[src/rtl/core/sls_pkg.sv]
// Shared types, sizes and codes for the sortable LIFO stack.
package sls_pkg;

  localparam int unsigned DEPTH = 16;
  localparam int unsigned AW = (DEPTH > 1) ? $clog2(DEPTH) : 1;
  localparam int unsigned CW = $clog2(DEPTH + 1);

  localparam logic [1:0] ACT_PUSH = 2'd0;
  localparam logic [1:0] ACT_POP  = 2'd1;
  localparam logic [1:0] ACT_SORT = 2'd2;

  localparam logic [1:0] ST_DONE  = 2'd0;
  localparam logic [1:0] ST_EMPTY = 2'd1;
  localparam logic [1:0] ST_FULL  = 2'd2;

  typedef struct packed {
    logic [1:0]         action;
    logic signed [31:0] push_value;
  } in_req_t;

  typedef struct packed {
    logic [1:0]         status;
    logic signed [31:0] top_value;
    logic               top_valid;
    logic [4:0]         count;
  } out_rsp_t;

  typedef enum logic [2:0] {
    S_IDLE,
    S_TOPRD,
    S_RESP,
    S_SORT_RD0,
    S_SORT_LOAD,
    S_SORT_RD,
    S_SORT_CMP,
    S_SORT_LAST
  } ctrl_state_t;

  typedef struct packed {
    logic       push;
    logic       pop;
    logic       latch_status;
    logic [1:0] status;
    logic       rd_top;
    logic       rd_idx;
    logic       sort_init;
    logic       load_carry;
    logic       cmp_step;
    logic       write_last;
    logic       respond;
  } dp_cmd_t;

  typedef struct packed {
    logic cnt_zero;
    logic cnt_full;
    logic cnt_small;
    logic idx_at_end;
    logic end_at_one;
  } dp_stat_t;

endpackage

[src/rtl/core/sls_ctrl.sv]
// Controller state machine that sequences requests and the sort passes.
module sls_ctrl (
  input  logic               clk,
  input  logic               rst_n,
  input  logic               start,
  input  logic [1:0]         action,
  input  sls_pkg::dp_stat_t  stat,
  output logic               busy,
  output sls_pkg::dp_cmd_t   cmd
);

  sls_pkg::ctrl_state_t state_r, state_nxt;

  always_ff @(posedge clk) begin
    if (!rst_n) begin
      state_r <= sls_pkg::S_IDLE;
    end else begin
      state_r <= state_nxt;
    end
  end

  always_comb begin
    state_nxt  = state_r;
    cmd        = '0;
    cmd.status = sls_pkg::ST_DONE;
    busy       = (state_r != sls_pkg::S_IDLE);
    case (state_r)
      sls_pkg::S_IDLE: begin
        if (start) begin
          cmd.latch_status = 1'b1;
          state_nxt        = sls_pkg::S_TOPRD;
          case (action)
            sls_pkg::ACT_PUSH: begin
              if (stat.cnt_full) begin
                cmd.status = sls_pkg::ST_FULL;
              end else begin
                cmd.push = 1'b1;
              end
            end
            sls_pkg::ACT_POP: begin
              if (stat.cnt_zero) begin
                cmd.status = sls_pkg::ST_EMPTY;
              end else begin
                cmd.pop = 1'b1;
              end
            end
            sls_pkg::ACT_SORT: begin
              if (!stat.cnt_small) begin
                cmd.sort_init = 1'b1;
                state_nxt     = sls_pkg::S_SORT_RD0;
              end
            end
            default: begin
              cmd.status = sls_pkg::ST_DONE;
            end
          endcase
        end
      end
      sls_pkg::S_TOPRD: begin
        cmd.rd_top = 1'b1;
        state_nxt  = sls_pkg::S_RESP;
      end
      sls_pkg::S_RESP: begin
        cmd.respond = 1'b1;
        state_nxt   = sls_pkg::S_IDLE;
      end
      sls_pkg::S_SORT_RD0: begin
        cmd.rd_idx = 1'b1;
        state_nxt  = sls_pkg::S_SORT_LOAD;
      end
      sls_pkg::S_SORT_LOAD: begin
        cmd.load_carry = 1'b1;
        state_nxt      = sls_pkg::S_SORT_RD;
      end
      sls_pkg::S_SORT_RD: begin
        cmd.rd_idx = 1'b1;
        state_nxt  = sls_pkg::S_SORT_CMP;
      end
      sls_pkg::S_SORT_CMP: begin
        cmd.cmp_step = 1'b1;
        state_nxt    = stat.idx_at_end ? sls_pkg::S_SORT_LAST : sls_pkg::S_SORT_RD;
      end
      sls_pkg::S_SORT_LAST: begin
        cmd.write_last = 1'b1;
        state_nxt      = stat.end_at_one ? sls_pkg::S_TOPRD : sls_pkg::S_SORT_RD0;
      end
      default: begin
        state_nxt = sls_pkg::S_IDLE;
      end
    endcase
  end

endmodule

[src/rtl/core/sls_dp.sv]
// Datapath: entry memory, count, sort carry register and result registers.
module sls_dp (
  input  logic               clk,
  input  logic               rst_n,
  input  sls_pkg::in_req_t   req,
  input  sls_pkg::dp_cmd_t   cmd,
  output sls_pkg::dp_stat_t  stat,
  output logic               out_strobe,
  output sls_pkg::out_rsp_t  out_rsp
);

  logic signed [31:0] mem [sls_pkg::DEPTH];

  logic [sls_pkg::CW-1:0] count_r, count_nxt;
  logic [sls_pkg::AW-1:0] idx_r, idx_nxt;
  logic [sls_pkg::AW-1:0] end_r, end_nxt;
  logic signed [31:0]     carry_r, carry_nxt;
  logic signed [31:0]     rdata_r;
  logic [1:0]             status_r, status_nxt;
  logic                   strobe_r, strobe_nxt;
  sls_pkg::out_rsp_t      rsp_r, rsp_nxt;

  logic                   wr_en;
  logic [sls_pkg::AW-1:0] wr_addr;
  logic signed [31:0]     wr_data;
  logic [sls_pkg::AW-1:0] rd_addr;

  always_comb begin
    count_nxt  = count_r;
    idx_nxt    = idx_r;
    end_nxt    = end_r;
    carry_nxt  = carry_r;
    status_nxt = status_r;
    strobe_nxt = cmd.respond;
    rsp_nxt    = rsp_r;
    wr_en      = 1'b0;
    wr_addr    = idx_r;
    wr_data    = carry_r;
    rd_addr    = idx_r;

    if (cmd.latch_status) begin
      status_nxt = cmd.status;
    end
    if (cmd.push) begin
      wr_en     = 1'b1;
      wr_addr   = sls_pkg::AW'(count_r);
      wr_data   = req.push_value;
      count_nxt = count_r + 1'b1;
    end
    if (cmd.pop) begin
      count_nxt = count_r - 1'b1;
    end
    if (cmd.sort_init) begin
      idx_nxt = '0;
      end_nxt = sls_pkg::AW'(count_r - 1'b1);
    end
    if (cmd.rd_idx) begin
      rd_addr = idx_r;
    end
    if (cmd.rd_top) begin
      rd_addr = sls_pkg::AW'(count_r - 1'b1);
    end
    if (cmd.load_carry) begin
      carry_nxt = rdata_r;
      idx_nxt   = idx_r + 1'b1;
    end
    if (cmd.cmp_step) begin
      // The larger value settles one place down; the smaller rides upward.
      wr_en   = 1'b1;
      wr_addr = idx_r - 1'b1;
      if (carry_r < rdata_r) begin
        wr_data = rdata_r;
      end else begin
        wr_data   = carry_r;
        carry_nxt = rdata_r;
      end
      idx_nxt = idx_r + 1'b1;
    end
    if (cmd.write_last) begin
      wr_en   = 1'b1;
      wr_addr = end_r;
      wr_data = carry_r;
      end_nxt = end_r - 1'b1;
      idx_nxt = '0;
    end
    if (cmd.respond) begin
      rsp_nxt.status    = status_r;
      rsp_nxt.top_valid = (count_r != '0);
      rsp_nxt.top_value = (count_r != '0) ? rdata_r : 32'sd0;
      rsp_nxt.count     = 5'(count_r);
    end
  end

  always_ff @(posedge clk) begin
    if (wr_en) begin
      mem[wr_addr] <= wr_data;
    end
    rdata_r <= mem[rd_addr];
  end

  always_ff @(posedge clk) begin
    if (!rst_n) begin
      count_r  <= '0;
      strobe_r <= 1'b0;
    end else begin
      count_r  <= count_nxt;
      strobe_r <= strobe_nxt;
    end
  end

  always_ff @(posedge clk) begin
    idx_r    <= idx_nxt;
    end_r    <= end_nxt;
    carry_r  <= carry_nxt;
    status_r <= status_nxt;
    rsp_r    <= rsp_nxt;
  end

  always_comb begin
    stat.cnt_zero   = (count_r == '0);
    stat.cnt_full   = (count_r == sls_pkg::CW'(sls_pkg::DEPTH));
    stat.cnt_small  = (count_r < sls_pkg::CW'(2));
    stat.idx_at_end = (idx_r == end_r);
    stat.end_at_one = (end_r == sls_pkg::AW'(1));
  end

  assign out_strobe = strobe_r;
  assign out_rsp    = rsp_r;

`ifndef SYNTHESIS
  a_count_bound: assert property (@(posedge clk) disable iff (!rst_n)
    count_r <= sls_pkg::CW'(sls_pkg::DEPTH))
    else $error("entry count exceeds depth");

  a_strobe_single: assert property (@(posedge clk) disable iff (!rst_n)
    strobe_r |=> !strobe_r)
    else $error("result strobe held for two cycles");

  a_push_not_full: assert property (@(posedge clk) disable iff (!rst_n)
    cmd.push |-> !stat.cnt_full)
    else $error("push issued on a full stack");

  a_pop_not_empty: assert property (@(posedge clk) disable iff (!rst_n)
    cmd.pop |-> !stat.cnt_zero)
    else $error("pop issued on an empty stack");
`endif

endmodule

[src/rtl/core/sortable_lifo_stack_unit.sv]
// Top level of the sortable LIFO stack: controller plus datapath.
//
//  Channel   Ports                      Direction  Handshake
//  request   start, busy, in_req        in         accepted when start && !busy
//  result    out_strobe, out_rsp        out        one-cycle strobe, no backpressure
//
// For push, pop and unused action codes the controller steps through S_TOPRD and
// S_RESP and then registers the result strobe, and a new request is accepted at the
// edge that ends the strobe cycle; the single read port of the entry memory with its
// registered read data sets this sequence. A sort of n entries (n >= 2) runs
// bubble passes over that read port before the top is read.
// busy stays high through all of this. rst_n is synchronous and active low:
// it empties the stack; the entry memory itself is not cleared.
// The receiver cannot stall; each result is shown for exactly one cycle.
module sortable_lifo_stack_unit (
  input  logic               clk,
  input  logic               rst_n,
  input  logic               start,
  output logic               busy,
  input  sls_pkg::in_req_t   in_req,
  output logic               out_strobe,
  output sls_pkg::out_rsp_t  out_rsp
);

  // Command and status groups between the controller and the datapath.
  sls_pkg::dp_cmd_t  cmd;
  sls_pkg::dp_stat_t stat;

  // The controller decides what each cycle does; it sees only start, the action code and status flags.
  sls_ctrl u_ctrl (
    .clk    (clk),
    .rst_n  (rst_n),
    .start  (start),
    .action (in_req.action),
    .stat   (stat),
    .busy   (busy),
    .cmd    (cmd)
  );

  // The datapath holds the entries, the count and the result registers.
  sls_dp u_dp (
    .clk        (clk),
    .rst_n      (rst_n),
    .req        (in_req),
    .cmd        (cmd),
    .stat       (stat),
    .out_strobe (out_strobe),
    .out_rsp    (out_rsp)
  );

endmodule

[config.mk]
export PLATFORM = sky130hd
export DESIGN_NAME = sortable_lifo_stack_unit
export DESIGN_NICKNAME = d
export VERILOG_FILES = /design/src/rtl/core/sls_pkg.sv /design/src/rtl/core/sls_ctrl.sv /design/src/rtl/core/sls_dp.sv /design/src/rtl/core/sortable_lifo_stack_unit.sv
export SDC_FILE = /design/constraint.sdc
export NUM_CORES = 1
export LEC_CHECK = 0
export ABC_AREA = 1
export BUFFER_PORTS_ARGS = -buffer_cell sky130_fd_sc_hd__clkbuf_2
export CAP_MARGIN = 5
export CORE_UTILIZATION = 30
export DETAILED_ROUTE_END_ITERATION = 10
export SLEW_MARGIN = 0
export SYNTH_ARGS = -nofsm -noshare
export SYNTH_HDL_FRONTEND = slang
export SYNTH_SLANG_ARGS = --single-unit
[constraint.sdc]
create_clock -name clk -period 4.8 [get_ports clk]
set_clock_uncertainty 0.05 [all_clocks]
set_input_delay 0.48 -clock clk [delete_from_list [all_inputs] [get_ports clk]]
set_output_delay 0.48 -clock clk [all_outputs]
set_load 0.02 [all_outputs]
==> results.json <==
{
  "first_pass_iters": 5,
  "synth_top_family_by_area": "compound AO/OA/AOI/OAI gates",
  "p_total_mw": 18.4,
  "vias_per_cell": 5.01,
  "drv_cap": 0,
  "ys.flop_type": "edfxtp_1",
  "yosysTopAreaCell": "edfxtp_1",
  "path_buf_inv": 3,
  "wl_per_cell_um": 19.3,
  "hold_viol": 0,
  "avgSynthCellArea_sq_um": 11.8,
  "max_stage_delay_ps": 410,
  "setup_viol": 0,
  "io_pins": 79,
  "synth_edf_count": 558,
  "synth_compound_area_frac": 0.127,
  "fp.dieW_um": 298,
  "drive_gt1_frac": 0.110,
  "ctsHoldBuffers": 0,
  "crit_chain": "inv_1 -> ha_1 -> a21oi_1 -> nor2_1 -> nor2_1 -> nand3_1 -> a21oi_1 -> nand3_1 -> buf_4 -> nand2_1 -> buf_4 -> nand2_1 -> nand3_1 -> nand2_1",
  "synthCells": 2241,
  "critPathSlowestCell": "nand2_1",
  "dieArea_sq_um": 89100,
  "grt_max_degree": 147,
  "cp_max_fo": 33,
  "grt_overflow_total": 0,
  "synth_nets": 2316,
  "status": "completed",
  "cts_root_buf": "clkbuf_16",
  "syn-cell-area_sq_um": 26400,
  "fp.dieH_um": 298,
  "rsz0062_at_grt": "false",
  "grt_usage": 0.148,
  "numCtsBuffers": 58,
  "drt_wl_total_um": 67400,
  "worstHoldPathType": "in2reg",
  "syn2layout_area_growth_pct": 13.9,
  "yosysUniqueCellTypes": 41,
  "synth.area.top_cells": "edfxtp_1, dfxtp_1, o21ai_0",
  "drt_iter0_drc": 1413,
  "drc": 0,
  "yosysWarnings": 0,
  "whs_ps": 118,
  "synth_fa_ha_area_frac": 0.0180,
  "power_switching_mw": 6.98,
  "finalWeightedCongestion": 0.803,
  "core_sq_um": 86900,
  "fin_setup_tns_ps": 0,
  "synth-xor-area-share": 0.00299,
  "period_minus_slack_ps": 3420,
  "cts_resized": 0,
  "seqPwrFrac": 0.402,
  "ir_drop_mv": 0.715,
  "hpwl_um": 39400,
  "yosysSeqAreaShare": 0.694,
  "critical_path_class": "reg2reg",
  "clkTransAtPathRegs_ps": 70,
  "max_slew_margin": 0.348,
  "synth_top_area_frac": 0.636,
  "layout_commonest_cell": "edfxtp_1",
  "muxShareOfSynthArea": 0,
  "num_rows": 108,
  "powerDensity_nw_per_um2": 612,
  "p_int_mw": 11.4,
  "nFillCells": 8529,
  "finalMaxSlewViolations": 0,
  "cts_setup_buffers": 0,
  "antenna_found_initial": 1,
  "initial_core_util": 0.303,
  "cts_tree": "yes",
  "cts.sinks": 635,
  "finalNetCount": 2358,
  "grt_pass1_wl_um": 102000,
  "h-tree-depth": 2,
  "async_reset_ff_frac": 0,
  "portBuffers": 78,
  "antenna_left": 0,
  "clock.fmax_ghz": 0.292,
  "p_leak_nw": 10.6,
  "ys_seq_elements": 635,
  "switching_share": 0.380,
  "crit_path_start_kind": "flip-flop",
  "pwr-share-clk": 0.254,
  "critPathTopFamily": "simple AND/OR/NAND/NOR gates",
  "comb_power_share": 0.343,
  "grt_pass1_vias": 16700,
  "crit_required_ps": 4940,
  "worstSetupEndpointType": "flip-flop",
  "layout_common_cells": "edfxtp_1, nor2_1, nand2_1",
  "clock_insertion_delay_worst_skew_ps": 630,
  "yosys.area_share.simple": 0.110,
  "cp.arrival_ps": 3560,
  "dr_total_vias": 17500,
  "period_share": 0.713,
  "worst_slew_pin_slew_ps": 975,
  "max-clock-path-buffers": 3
}
==> worst paths after layout <==
kind	to	depth (start not counted)	slack (ps)	from
worst max-delay path	u_dp.mem[2][19]	14	1380	u_dp.rdata_r[29]
worst min register to register	u_dp.out_rsp[38]	0	380	u_dp.status_r[0]
worst max register to register	u_dp.mem[2][19]	14	1380	u_dp.rdata_r[29]
worst min-delay path	u_ctrl.state_r[0]	3	120	start
==> Yosys cell counts (4+ instances only) <==
cell      count
buf_4        12
a31oi_1       4
buf_1         5
o211ai_1     40
nor2_1      297
o221ai_1     90
inv_1       135
nand2_1     258
o21ai_1      98
ha_1         38
edfxtp_1    558
nand3_1     133
xor2_1        6
a21oi_1      54
nor3_1        4
o22ai_1      42
dfxtp_1      77
clkbuf_1     36
buf_2        89
inv_2         8
o21ai_0     226
==> state kept, by name, summed over array words and instances, names as in the netlist <==
name and count:
u_dp.rdata_r 32, u_dp.status_r 2, u_dp.count_r 5, u_dp.end_r 4, u_dp.mem 512, u_dp.carry_r 32, u_dp.idx_r 4, u_dp.out_strobe 1
u_dp.out_rsp 40, u_ctrl.state_r 3
==> cells by family (layout without fill, tap and decap cells) <==
family,Yosys count,count (layout)
DFF,635,635
and+or+nand+nor,709,709
xor gates and xnor gates,9,9
adders and majority gates,38,38
AOI/OAI and AO/OA,564,564
other,0,1
buffers and inverters,286,377
==> layer usage <==
metal | wire, um | up-vias | global-route usage | share of wire
li1 | - | 8202 | - | -
met3 | 3910 | 94 | 0.0220 | 0.058
met5 | 0 | - | 0 | 0
met1 | 29900 | 8595 | 0.200 | 0.44
met2 | 32000 | 578 | 0.248 | 0.47
met4 | 1550 | 0 | 0.0418 | 0.023
==> area by class of cell <==
class,instances,area (sq um),area share
clock inverters,40,375,0.0125
multi-input cells,1320,6980,0.233
well taps,1155,1450,0.0481
repair buffers,125,831,0.0277
inverters,143,547,0.0182
clock buffers,69,1530,0.0511
diodes,1,2.50,0.0000834
flip-flops and latches,635,18300,0.610
==> power groups by stage <==
stage               sequential [mW]  combinational, mW  clock (mW)
floorplan                      7.40               4.20           0
CTS                            7.38               6.28        4.76
finish                         7.39               6.31        4.67
global placement               7.48               6.22           0
global route                   7.43               6.98        4.95
detailed placement             7.49               6.26           0
==> metrics by stage <==
stage                     utilization  cells  instance area [sq um]  setup WS (ps)
final                           0.345   3488                  30000           1380
after floorplan                     -   2241                  26400           1020
after global placement          0.323   3378                  28100           1450
after global routing            0.345   3487                  30000           1170
after CTS                       0.345   3487                  30000           1420
after detailed placement        0.323   3378                  28100           1440
==> worst register-to-register path: cells and delay by family (launching register included) <==
| family | cells | cell delay [ps] |
|---|---|---|
| AND/OR/NAND/NOR | 8 | 1080 |
| buffers and inverters | 3 | 760 |
| flip-flops | 1 | 390 |
| AO/OA/AOI/OAI | 2 | 370 |
| adder cells (fa/ha/maj) | 1 | 310 |
Note: power is estimated with default switching activity, not from simulation.
